### src/rtl/ifbm_pkg.sv
// shared types, codes and constants of the idle frame budget monitor
package ifbm_pkg;

   // field widths
   localparam int TIME_W     = 24;
   localparam int BUDGET_W   = 23;
   localparam int ATTEMPT_W  = 24;
   localparam int IDLE_W     = 16;
   localparam int SPARE_W    = 32;
   localparam int CSR_IDX_W  = 2;
   localparam int CSR_DATA_W = 24;

   // register reset values and limits
   localparam logic [BUDGET_W-1:0]  FRAME_BUDGET_RST  = 23'd16667;
   localparam logic [ATTEMPT_W-1:0] ATTEMPT_BUDGET_RST = 24'd8000;
   localparam logic [IDLE_W-1:0]    REQ_IDLE_RST      = 16'd30;
   localparam logic [BUDGET_W-1:0]  MIN_FRAME_BUDGET  = 23'd1000;
   localparam logic [IDLE_W-1:0]    IDLE_MAX          = '1;
   localparam logic [SPARE_W-1:0]   SPARE_MAX         = '1;

   // register indexes
   localparam logic [CSR_IDX_W-1:0] CSR_FRAME_BUDGET   = 2'd0;
   localparam logic [CSR_IDX_W-1:0] CSR_ATTEMPT_BUDGET = 2'd1;
   localparam logic [CSR_IDX_W-1:0] CSR_REQ_IDLE       = 2'd2;

   // request operation codes
   typedef enum logic {
      FUNC_RECORD  = 1'b0,
      FUNC_CONSUME = 1'b1
   } func_type;

   // one captured request
   typedef struct packed {
      func_type                  func;
      logic signed [TIME_W-1:0]  actual_interval_us;
      logic signed [TIME_W-1:0]  target_interval_us;
      logic signed [TIME_W-1:0]  render_us;
      logic signed [TIME_W-1:0]  swap_us;
      logic                      transition_active;
   } req_type;

   // configuration register set
   typedef struct packed {
      logic [BUDGET_W-1:0]  frame_budget_us;
      logic [ATTEMPT_W-1:0] attempt_budget_us;
      logic [IDLE_W-1:0]    required_idle_frames;
   } cfg_type;

   // budget state and the result of one update
   typedef struct packed {
      logic [IDLE_W-1:0]  idle_frame_count;
      logic [SPARE_W-1:0] spare_time_us;
   } state_type;

   typedef struct packed {
      state_type next_state;
      logic      attempt_ready;
   } upd_type;

endpackage

### src/rtl/ifbm_update.sv
// next budget state and ready flag for one request
module ifbm_update (
   input  ifbm_pkg::req_type   req,
   input  ifbm_pkg::cfg_type   cfg,
   input  ifbm_pkg::state_type cur,
   output ifbm_pkg::upd_type   upd
);

   logic [ifbm_pkg::BUDGET_W-1:0]  budget_eff;
   logic [ifbm_pkg::BUDGET_W-1:0]  tgt;
   logic [ifbm_pkg::BUDGET_W-1:0]  act;
   logic [ifbm_pkg::BUDGET_W+3:0]  act_x10;
   logic [ifbm_pkg::BUDGET_W+3:0]  tgt_x11;
   logic                           late;
   logic [ifbm_pkg::BUDGET_W-1:0]  render_pos;
   logic [ifbm_pkg::BUDGET_W-1:0]  swap_pos;
   logic [ifbm_pkg::BUDGET_W:0]    used;
   logic                           busy;
   logic [ifbm_pkg::BUDGET_W-1:0]  slack;
   logic [ifbm_pkg::SPARE_W:0]     spare_sum;
   logic [ifbm_pkg::SPARE_W-1:0]   spare_next;
   logic [ifbm_pkg::IDLE_W-1:0]    idle_next;
   logic [ifbm_pkg::IDLE_W-1:0]    need_idle;
   logic                           ready;

   // target falls back to the clamped frame budget, actual falls back to the target
   assign budget_eff = (cfg.frame_budget_us < ifbm_pkg::MIN_FRAME_BUDGET)
                       ? ifbm_pkg::MIN_FRAME_BUDGET : cfg.frame_budget_us;
   assign tgt = (req.target_interval_us[ifbm_pkg::TIME_W-1] ||
                 (req.target_interval_us == '0))
                ? budget_eff : req.target_interval_us[ifbm_pkg::BUDGET_W-1:0];
   assign act = (req.actual_interval_us[ifbm_pkg::TIME_W-1] ||
                 (req.actual_interval_us == '0))
                ? tgt : req.actual_interval_us[ifbm_pkg::BUDGET_W-1:0];

   // late frame: 10 * actual > 11 * target, by shifts and adds
   assign act_x10 = ({4'b0, act} << 3) + ({4'b0, act} << 1);
   assign tgt_x11 = ({4'b0, tgt} << 3) + ({4'b0, tgt} << 1) + {4'b0, tgt};
   assign late    = act_x10 > tgt_x11;

   // render plus swap with negatives clamped
   assign render_pos = req.render_us[ifbm_pkg::TIME_W-1]
                       ? '0 : req.render_us[ifbm_pkg::BUDGET_W-1:0];
   assign swap_pos   = req.swap_us[ifbm_pkg::TIME_W-1]
                       ? '0 : req.swap_us[ifbm_pkg::BUDGET_W-1:0];
   assign used = {1'b0, render_pos} + {1'b0, swap_pos};
   assign busy = used >= {1'b0, tgt};

   // saturating growth of slack and idle count
   assign slack      = tgt - used[ifbm_pkg::BUDGET_W-1:0];
   assign spare_sum  = {1'b0, cur.spare_time_us}
                       + {{(ifbm_pkg::SPARE_W - ifbm_pkg::BUDGET_W + 1){1'b0}}, slack};
   assign spare_next = spare_sum[ifbm_pkg::SPARE_W]
                       ? ifbm_pkg::SPARE_MAX : spare_sum[ifbm_pkg::SPARE_W-1:0];
   assign idle_next  = (cur.idle_frame_count == ifbm_pkg::IDLE_MAX)
                       ? cur.idle_frame_count : cur.idle_frame_count + 1'b1;

   // thresholds, a zero idle requirement counts as one
   assign need_idle = (cfg.required_idle_frames == '0)
                      ? {{(ifbm_pkg::IDLE_W-1){1'b0}}, 1'b1} : cfg.required_idle_frames;
   assign ready = (idle_next >= need_idle) &&
                  (spare_next >= {{(ifbm_pkg::SPARE_W - ifbm_pkg::ATTEMPT_W){1'b0}},
                                  cfg.attempt_budget_us});

   // pick the outcome
   always_comb begin
      upd.next_state.idle_frame_count = '0;
      upd.next_state.spare_time_us    = '0;
      upd.attempt_ready               = 1'b0;
      if (req.func == ifbm_pkg::FUNC_RECORD) begin
         if (req.transition_active) begin
            upd.next_state = cur;
         end else if (!late && !busy) begin
            upd.next_state.idle_frame_count = idle_next;
            upd.next_state.spare_time_us    = spare_next;
            upd.attempt_ready               = ready;
         end
      end
   end

endmodule

### src/rtl/idle_frame_budget_monitor_core.sv
// top level of the idle frame budget monitor
//
// Usage: one record request per displayed frame on the req_ channel carries
// the measured and target intervals, render and swap times and a transition
// flag; a consume request (req_func = 1) clears the budget after a background
// job is started. Each request gives exactly one response on the rsp_ channel,
// rsp_attempt_ready, high when the idle frame count and the spare time both
// meet their thresholds after that frame.
// The request register loads at the accepting edge and the response register,
// with the state update result, loads from it at the first edge on which the
// response register is free, which raises rsp_valid. Throughput is one
// request per cycle while rsp_ready keeps the response register moving, as the
// state update loop between the two registers is combinational.
// A stalled response (rsp_ready low) holds the response register; the request
// register then holds too and req_ready drops once both are full, so nothing
// is lost. The state only changes when a request moves into the response
// register.
// The csr_ port writes the frame budget, attempt budget and required idle
// frames at any edge with csr_wen high; write only while no request is in
// flight. Synchronous reset loads the register defaults, clears the idle count
// and spare time and empties both pipeline registers.
module idle_frame_budget_monitor_core (
   input  logic                                     clock,
   input  logic                                     reset,
   input  logic                                     req_valid,
   output logic                                     req_ready,
   input  logic                                     req_func,
   input  logic signed [ifbm_pkg::TIME_W-1:0]       req_actual_interval_us,
   input  logic signed [ifbm_pkg::TIME_W-1:0]       req_target_interval_us,
   input  logic signed [ifbm_pkg::TIME_W-1:0]       req_render_us,
   input  logic signed [ifbm_pkg::TIME_W-1:0]       req_swap_us,
   input  logic                                     req_transition_active,
   output logic                                     rsp_valid,
   input  logic                                     rsp_ready,
   output logic                                     rsp_attempt_ready,
   input  logic                                     csr_wen,
   input  logic [ifbm_pkg::CSR_IDX_W-1:0]           csr_index,
   input  logic [ifbm_pkg::CSR_DATA_W-1:0]          csr_wdata
);

   ifbm_pkg::cfg_type   cfg_ff;
   ifbm_pkg::cfg_type   cfg_in;
   ifbm_pkg::req_type   req_ff;
   ifbm_pkg::req_type   req_in;
   logic                req_valid_ff;
   logic                req_valid_in;
   ifbm_pkg::state_type state_ff;
   ifbm_pkg::state_type state_in;
   logic                rsp_valid_ff;
   logic                rsp_valid_in;
   logic                rsp_ready_ff;
   logic                rsp_ready_in;
   ifbm_pkg::upd_type   upd;
   logic                advance;
   logic                req_take;

   // handshake control
   assign advance   = !rsp_valid_ff || rsp_ready;
   assign req_ready = !req_valid_ff || advance;
   assign req_take  = req_valid && req_ready;
   assign rsp_valid = rsp_valid_ff;
   assign rsp_attempt_ready = rsp_ready_ff;

   // configuration writes
   always_comb begin
      cfg_in = cfg_ff;
      if (csr_wen) begin
         case (csr_index)
            ifbm_pkg::CSR_FRAME_BUDGET: begin
               cfg_in.frame_budget_us = csr_wdata[ifbm_pkg::BUDGET_W-1:0];
            end
            ifbm_pkg::CSR_ATTEMPT_BUDGET: begin
               cfg_in.attempt_budget_us = csr_wdata[ifbm_pkg::ATTEMPT_W-1:0];
            end
            ifbm_pkg::CSR_REQ_IDLE: begin
               cfg_in.required_idle_frames = csr_wdata[ifbm_pkg::IDLE_W-1:0];
            end
            default: begin
               cfg_in = cfg_ff;
            end
         endcase
      end
   end

   // request register
   always_comb begin
      req_in       = req_ff;
      req_valid_in = req_valid_ff;
      if (req_take) begin
         req_in.func               = ifbm_pkg::func_type'(req_func);
         req_in.actual_interval_us = req_actual_interval_us;
         req_in.target_interval_us = req_target_interval_us;
         req_in.render_us          = req_render_us;
         req_in.swap_us            = req_swap_us;
         req_in.transition_active  = req_transition_active;
         req_valid_in              = 1'b1;
      end else if (advance) begin
         req_valid_in = 1'b0;
      end
   end

   // state update between request and response registers
   ifbm_update u_update (
      .req (req_ff),
      .cfg (cfg_ff),
      .cur (state_ff),
      .upd (upd)
   );

   // response register and state
   always_comb begin
      state_in     = state_ff;
      rsp_valid_in = rsp_valid_ff;
      rsp_ready_in = rsp_ready_ff;
      if (advance) begin
         rsp_valid_in = req_valid_ff;
         if (req_valid_ff) begin
            state_in     = upd.next_state;
            rsp_ready_in = upd.attempt_ready;
         end
      end
   end

   always_ff @(posedge clock) begin
      if (reset) begin
         cfg_ff.frame_budget_us      <= ifbm_pkg::FRAME_BUDGET_RST;
         cfg_ff.attempt_budget_us    <= ifbm_pkg::ATTEMPT_BUDGET_RST;
         cfg_ff.required_idle_frames <= ifbm_pkg::REQ_IDLE_RST;
         req_valid_ff                <= 1'b0;
         rsp_valid_ff                <= 1'b0;
         state_ff                    <= '0;
      end else begin
         cfg_ff       <= cfg_in;
         req_valid_ff <= req_valid_in;
         rsp_valid_ff <= rsp_valid_in;
         state_ff     <= state_in;
      end
   end

   always_ff @(posedge clock) begin
      req_ff       <= req_in;
      rsp_ready_ff <= rsp_ready_in;
   end

   // a ready response implies at least one idle frame behind it
   a_ready_has_idle: assert property (@(posedge clock) disable iff (reset)
      rsp_valid_ff && rsp_ready_ff |-> state_ff.idle_frame_count != '0)
      else $error("ready response with zero idle count");

   // slack only builds up together with idle frames
   a_spare_needs_idle: assert property (@(posedge clock) disable iff (reset)
      state_ff.spare_time_us != '0 |-> state_ff.idle_frame_count != '0)
      else $error("spare time without idle frames");

   // a consume request clears the budget
   a_consume_clears: assert property (@(posedge clock) disable iff (reset)
      advance && req_valid_ff && req_ff.func == ifbm_pkg::FUNC_CONSUME
      |=> state_ff == '0 && !rsp_ready_ff)
      else $error("consume did not clear budget");

   // state moves only when a request enters the response register
   a_state_holds: assert property (@(posedge clock) disable iff (reset)
      !(advance && req_valid_ff) |=> $stable(state_ff))
      else $error("state changed without a request");

endmodule

### config.mk
export PLATFORM = sky130hd
export DESIGN_NAME = idle_frame_budget_monitor_core
export DESIGN_NICKNAME = d
export VERILOG_FILES = /design/src/rtl/ifbm_pkg.sv /design/src/rtl/ifbm_update.sv /design/src/rtl/idle_frame_budget_monitor_core.sv
export SDC_FILE = /design/constraint.sdc
export NUM_CORES = 1
export LEC_CHECK = 0
export BUFFER_PORTS_ARGS = -buffer_cell sky130_fd_sc_hd__buf_4
export CAP_MARGIN = 5
export CORE_ASPECT_RATIO = 1.4
export CORE_MARGIN = 10
export CORE_UTILIZATION = 30
export DETAILED_ROUTE_END_ITERATION = 7
export PLACE_DENSITY = 0.45
export REMOVE_ABC_BUFFERS = 1
export SLEW_MARGIN = 20
export SYNTH_ARGS = -nofsm -noshare
export SYNTH_HDL_FRONTEND = slang
export SYNTH_SLANG_ARGS = --single-unit
### constraint.sdc
create_clock -name clock -period 11.7 [get_ports clock]
set_input_delay 0.585 -clock clock [delete_from_list [all_inputs] [get_ports clock]]
set_output_delay 0.585 -clock clock [all_outputs]
set_load 0.02 [all_outputs]
* Word-level counts from Yosys, hierarchy flattened *
Cells that the tools add are included.

cells by class
  equality and inequality tests = 4
  bitwise operators = 1
  magnitude comparators = 5
  reductions and logical operators = 22
  add/sub/neg operators = 7
  multiplexer cells = 14

operator list
  operator                 count
  $mux W23                 5
  $mux W49                 2
  $add A26 B24 Y27         2
  $logic_not A24 Y1        2
  $mux W48                 1
  $add A32 B23 Y33         1
  $ge A32 B24 Y1           1
  $mux W16                 2
  $mux W32                 1
  $add A27 B23 Y27         1
  $gt A27 B27 Y1           1
  $add A23 B23 Y24         1
  $ge A24 B23 Y1           1
  $lt A23 B10 Y1 const B   1
  $sub A23 B23 Y23         1
  $add A16 B1 Y16 const B  1
  $eq A16 B16 Y1 const B   1
  $ge A16 B16 Y1           1
  $logic_not A16 Y1        1
  $reduce_and A2 Y1        4
  $logic_not A1 Y1         4
  $logic_or A1 B1 Y1       4
  $logic_and A1 B1 Y1      3
  $mux W1                  3
  8 further kinds          8

storage, ports and cells
  flip-flop bits (word level) = 212
  bits of input ports = 129
  output and inout bits = 3

* Longest topological paths before layout *
  word-level depth = 11
  mapped depth = 48
  mapped depth without buffers = 45

* Cells and area by module *
Synthesis repeated with hierarchy kept, for this count alone.

second synthesis, totals
  cells, all modules = 1963
  area total of the unflattened synthesis = 17424.2 µm²

by module, submodules not included
  module                          times used  area an instance (µm²)  cells each
  ifbm_update                     1           9963.3                  1371
  idle_frame_budget_monitor_core  1           7460.9                  592

* Worst setup path after synthesis *
Ideal clock, no wire load.

  path kind = flip-flop to flip-flop
  from = register req_ff[24] (netlist name)
  to = register rsp_ready_ff (netlist: rsp_attempt_ready), data pin
  required time = 11.437 ns
  setup time = 0.263 ns
  arrival = 8.228 ns
  buffers on the path = 1
  cell stages (with the launch flop) = 47
  setup slack = 3.209 ns
  cells stage by stage = edfxtp_1 > clkbuf_1 > nor2b_1 > ha_1 > fa_1 > a211oi_1 > o21bai_1 > a21oi_1 > o21bai_1 > a21oi_1 > nor2b_1 > o21a_1 > o21ai_0 > nand2b_1 > a21oi_1 > xnor2_1 > inv_1 > ha_1 > [... 11 more ...] > nor4_1 > a31o_2 > nand2_1 > nor3_1 > nor2_1 > ha_1 > nand2b_1 > a21o_1 > a21o_1 > a21o_1 > a21o_1 > a21o_1 > a21o_1 > a21o_1 > a221oi_1 > o221ai_1 > nor4_1 > nor4_1

between the ends
  word-level cells in the longest chain between the ends = 7
  elaborated cells between the ends (all ways) = 12
  those cells by class = 3 x add/sub; 2 x order compare; 2 x mux; 1 x bitwise; 4 x reduce/logical

RTL lines
  element                                                  line                                   text
  start: declaration                                       idle_frame_budget_monitor_core.sv:43   ifbm_pkg::req_type req_ff;
  start signal: assignment                                 idle_frame_budget_monitor_core.sv:141  req_ff <= req_in;
  $mux W23 (*)                                             ifbm_update.sv:45                      ? '0 : req.swap_us[ifbm_pkg::BUDGET_W-1:0];
  $add A23 B23 Y24 (*)                                     ifbm_update.sv:46                      assign used = {1'b0, render_pos} + {1'b0, swap_pos};
  $sub A23 B23 Y23 or $ge A24 B23 Y1 (tied branches)       ifbm_update.sv:50, ifbm_update.sv:47
  $add A32 B23 Y33 or $logic_not A1 Y1 (tied branches)     ifbm_update.sv:52, ifbm_update.sv:73
  $mux W32 or $logic_and A1 B1 Y1 (tied branches)          ifbm_update.sv:54, ifbm_update.sv:73
  $ge A32 B24 Y1 or $not A1 Y1 (tied branches)             --
  $logic_and A1 B1 Y1 or $reduce_or A3 Y1 (tied branches)  --
  end signal: assignment                                   idle_frame_budget_monitor_core.sv:142  rsp_ready_ff <= rsp_ready_in;
  end: declaration                                         idle_frame_budget_monitor_core.sv:51   logic rsp_ready_ff;

Every way passes the cells marked *; elsewhere a longest branch is shown, timed or not.
A chain may end at the register's enable or synchronous reset.

* Worst setup path after layout *
  from = register req_ff[48] (netlist name)
  to = register rsp_ready_ff (netlist: rsp_attempt_ready), data pin

between the ends
  word-level cells in the longest chain between the ends = 7
  elaborated cells between the ends (all ways) = 12
  those cells by class = 3 x add/sub; 2 x order compare; 2 x mux; 1 x bitwise; 4 x reduce/logical

RTL lines
  element                                                  line                                  text
  $mux W23 (*)                                             ifbm_update.sv:43                     ? '0 : req.render_us[ifbm_pkg::BUDGET_W-1:0];
  $add A23 B23 Y24 (*)                                     ifbm_update.sv:46
  $sub A23 B23 Y23 or $ge A24 B23 Y1 (tied branches)       ifbm_update.sv:50, ifbm_update.sv:47
  $add A32 B23 Y33 or $logic_not A1 Y1 (tied branches)     ifbm_update.sv:52, ifbm_update.sv:73
  $mux W32 or $logic_and A1 B1 Y1 (tied branches)          ifbm_update.sv:54, ifbm_update.sv:73
  $ge A32 B24 Y1 or $not A1 Y1 (tied branches)             --
  $logic_and A1 B1 Y1 or $reduce_or A3 Y1 (tied branches)  --

Marks and branches as above.

==> metrics <==
status finished, final reports clean; WP buf/inv 2; Layout Utilization 0.353; Final Max Slew Viols 0; slowest stage delay, CP around 0.86 ns; FF-to-FF path depth between 40 and 50; RSZ-0062 raised after global routing false; DR iter-0 viols about 520; reg2reg start req_ff[48]$_DFFE_PP_; vias in the first global route 14200; vias 13700; register area 5240 um^2; R2R Path End rsp_attempt_ready$_SDFFCE_PP0P_; fraction of registers with async set/reset 0; hold_sp req_target_interval_us[3]; TritonCTS buffer count 26; DP Wirelength 44.2 mm; GRT met1 Usage 0.175; Post-synth EDFFs 99; Worst EP required ~12 ns; Layout Skew between 0.02 and 0.025 ns; share of cells above drive strength 1 0.119; Detailed Routing Iterations Pass 1 5; fin crit share 0.857; CTS tree done; CP max stage cell edfxtp_1; min Tclk post-route 10.02 ns; row count 101; met2 usage 0.314; GRT Max-Usage Layer met2; CP Data Arrival Time 10.33 ns; gr usage total 0.164; routed len/inst 19.5 um; clk slew on worst S/H paths 0.06 ns; critical path type flop to flop; main flop type after synthesis dfxtp_1; post-synthesis register bit count 212; Power Density around 150 nW/um^2; crit path launch type flop; Slew HR 0.266; CTS max path bufs 3; Min Hold Slack 0.183 ns; count of final hold-check violations 0; Mapped Cells 1879; setup slack after layout 1.68 ns; syn_area_per_cell 8.72 um^2; Initial Utilization 0.302; hold-critical path depth 1; Post-Place Setup Slack 1.61 ns; CP most frequent cell a21o_1; Post-CTS Hold Buffers 0; die area 64500 um^2; R2R Setup Slk ~1.7 ns; I/O Buffers 131; CP top delay family compound AO/OA/AOI/OAI gates; CP endpoint kind flop; drt via density 5.00; Fill cells 5609; antenna violations before repair 0; Post-Route WL 53.7 mm; maximum vdd drop about 0.12 mV; CTS root buffer clkbuf_16; Final ANT Viol Nets 0; commonest cells after routing, fill and taps aside nand2_1, ha_1, a21oi_1; # IOs 132; Design Area, Final between 15000 and 20000 um^2; commonest non-fill, non-tap cell in the layout nand2_1; GPL Wtd Cong 0.909; Seq/Total Area, Yosys 0.320; Cell Area, Placed 18200 um^2; post_cts resized 0; Post-CTS Setup Inserts 0; pin count of the biggest net entering global routing 69; area grow syn2layout 16.8%; CTS Sinks 212; setup violators final 0; Max-cap violations 0; global-route wire length before repair 82.0 mm; clk_lat worst skew 0.57 ns; Max Fclk 99.8 MHz; Hold WC Path Type primary input to flop; Leakage 8.32 nW; Mapped Area 16400 um^2; Worst Hold Endpoint req_ff[52]$_DFFE_PP_; H-tree depth 1; Yosys warnings 0; DRC viols 0; Die W approximately 220 um; library cells used by synthesis 80; Final Net Count 2365; Die Y-Extent 297 um; CP Max Fanout 23; Core ar. 54200 um^2; Worst Tran Pin Value 1.10 ns; total negative setup slack 0 ns; met3 Track Usage GR 0.0187; multi-input logic area 10400 um^2; total global routing overflow 0
[logic make-up (layout without fill, tap and decap cells)]
| family | Yosys count | in the layout | synth area share |
|---|---|---|---|
| AND/OR/NAND/NOR | 617 | 617 | 0.178 |
| buffers and inverters | 192 | 338 | 0.0464 |
| flip-flops | 212 | 212 | 0.320 |
| multiplexers | 23 | 23 | 0.0147 |
| adder cells (fa/ha/maj) | 231 | 231 | 0.186 |
| AO/OA/AOI/OAI | 486 | 486 | 0.191 |
| XOR/XNOR | 118 | 118 | 0.0635 |
| other | 0 | 1 | 0 |
[stage by stage]
| stage | total power [mW] | instances |
|---|---|---|
| after global routing | 3.06 | 2746 |
| after CTS | 2.89 | 2746 |
| after detailed placement | 2.00 | 2698 |
| after floorplan | 1.66 | 1823 |
| after global placement | 1.98 | 2698 |
| final | 2.85 | 2747 |
[cell usage after synthesis (21+ instances only)]
cell / count / share of area
nand2_1: 232 / 0.053
fa_1: 21 / 0.026
nor2_1: 124 / 0.028
edfxtp_1: 99 / 0.18
o21bai_1: 30 / 0.014
nor3_1: 33 / 0.010
xnor2_1: 79 / 0.042
ha_1: 210 / 0.16
clkbuf_1: 42 / 0.0096
nor2b_1: 65 / 0.025
dfxtp_1: 113 / 0.14
xor2_1: 38 / 0.020
inv_1: 136 / 0.031
a21o_1: 64 / 0.029
o21a_1: 21 / 0.0096
nand3_1: 42 / 0.013
o21ai_0: 62 / 0.019
nor4_1: 23 / 0.0088
a21oi_1: 173 / 0.053
[layout make-up]
type,count,share of cell area
repair buffers,154,0.0604
clock inverters,15,0.0120
diodes,1,0.000131
well taps,721,0.0471
flip-flops and latches,212,0.274
multi-input cells,1475,0.544
inverters,136,0.0267
clock buffers,33,0.0365
[flip-flops by register name, indices dropped and copies added (netlist names)]
name               cells
cfg_ff                63
req_ff                98
req_valid_ff           1
rsp_attempt_ready      1
rsp_valid              1
state_ff              48
[routing by layer]
metal  part of all wire  wire [um]  vias to the layer above
li1                   -          -                     6930
met1               0.38      20700                     6453
met2               0.54      28800                      251
met3              0.033       1780                       89
met4              0.045       2430                        0
met5                  0          0                        -
[how the worst max path moves through the flow]
| stage | endpoint | cells after the start | slack [ns] | start |
|---|---|---|---|---|
| floorplan | rsp_attempt_ready$_SDFFCE_PP0P_ | 44 | 3.18 | req_ff[24]$_DFFE_PP_ |
| global placement | rsp_attempt_ready$_SDFFCE_PP0P_ | 45 | 1.81 | req_ff[24]$_DFFE_PP_ |
| detailed placement | rsp_attempt_ready$_SDFFCE_PP0P_ | 45 | 1.61 | req_ff[48]$_DFFE_PP_ |
| CTS | rsp_attempt_ready$_SDFFCE_PP0P_ | 45 | 1.60 | req_ff[24]$_DFFE_PP_ |
| global route | rsp_attempt_ready$_SDFFCE_PP0P_ | 45 | 0.71 | req_ff[48]$_DFFE_PP_ |
| finish | rsp_attempt_ready$_SDFFCE_PP0P_ | 45 | 1.68 | req_ff[48]$_DFFE_PP_ |
[power breakdown]
group	leakage (nW)	switching [mW]	internal (mW)
clock	0.451	0.353	0.518
combinational	5.98	0.670	0.482
sequential	1.88	0.0197	0.810
total	8.32	1.04	1.81
(Power assumes the default switching activity.)
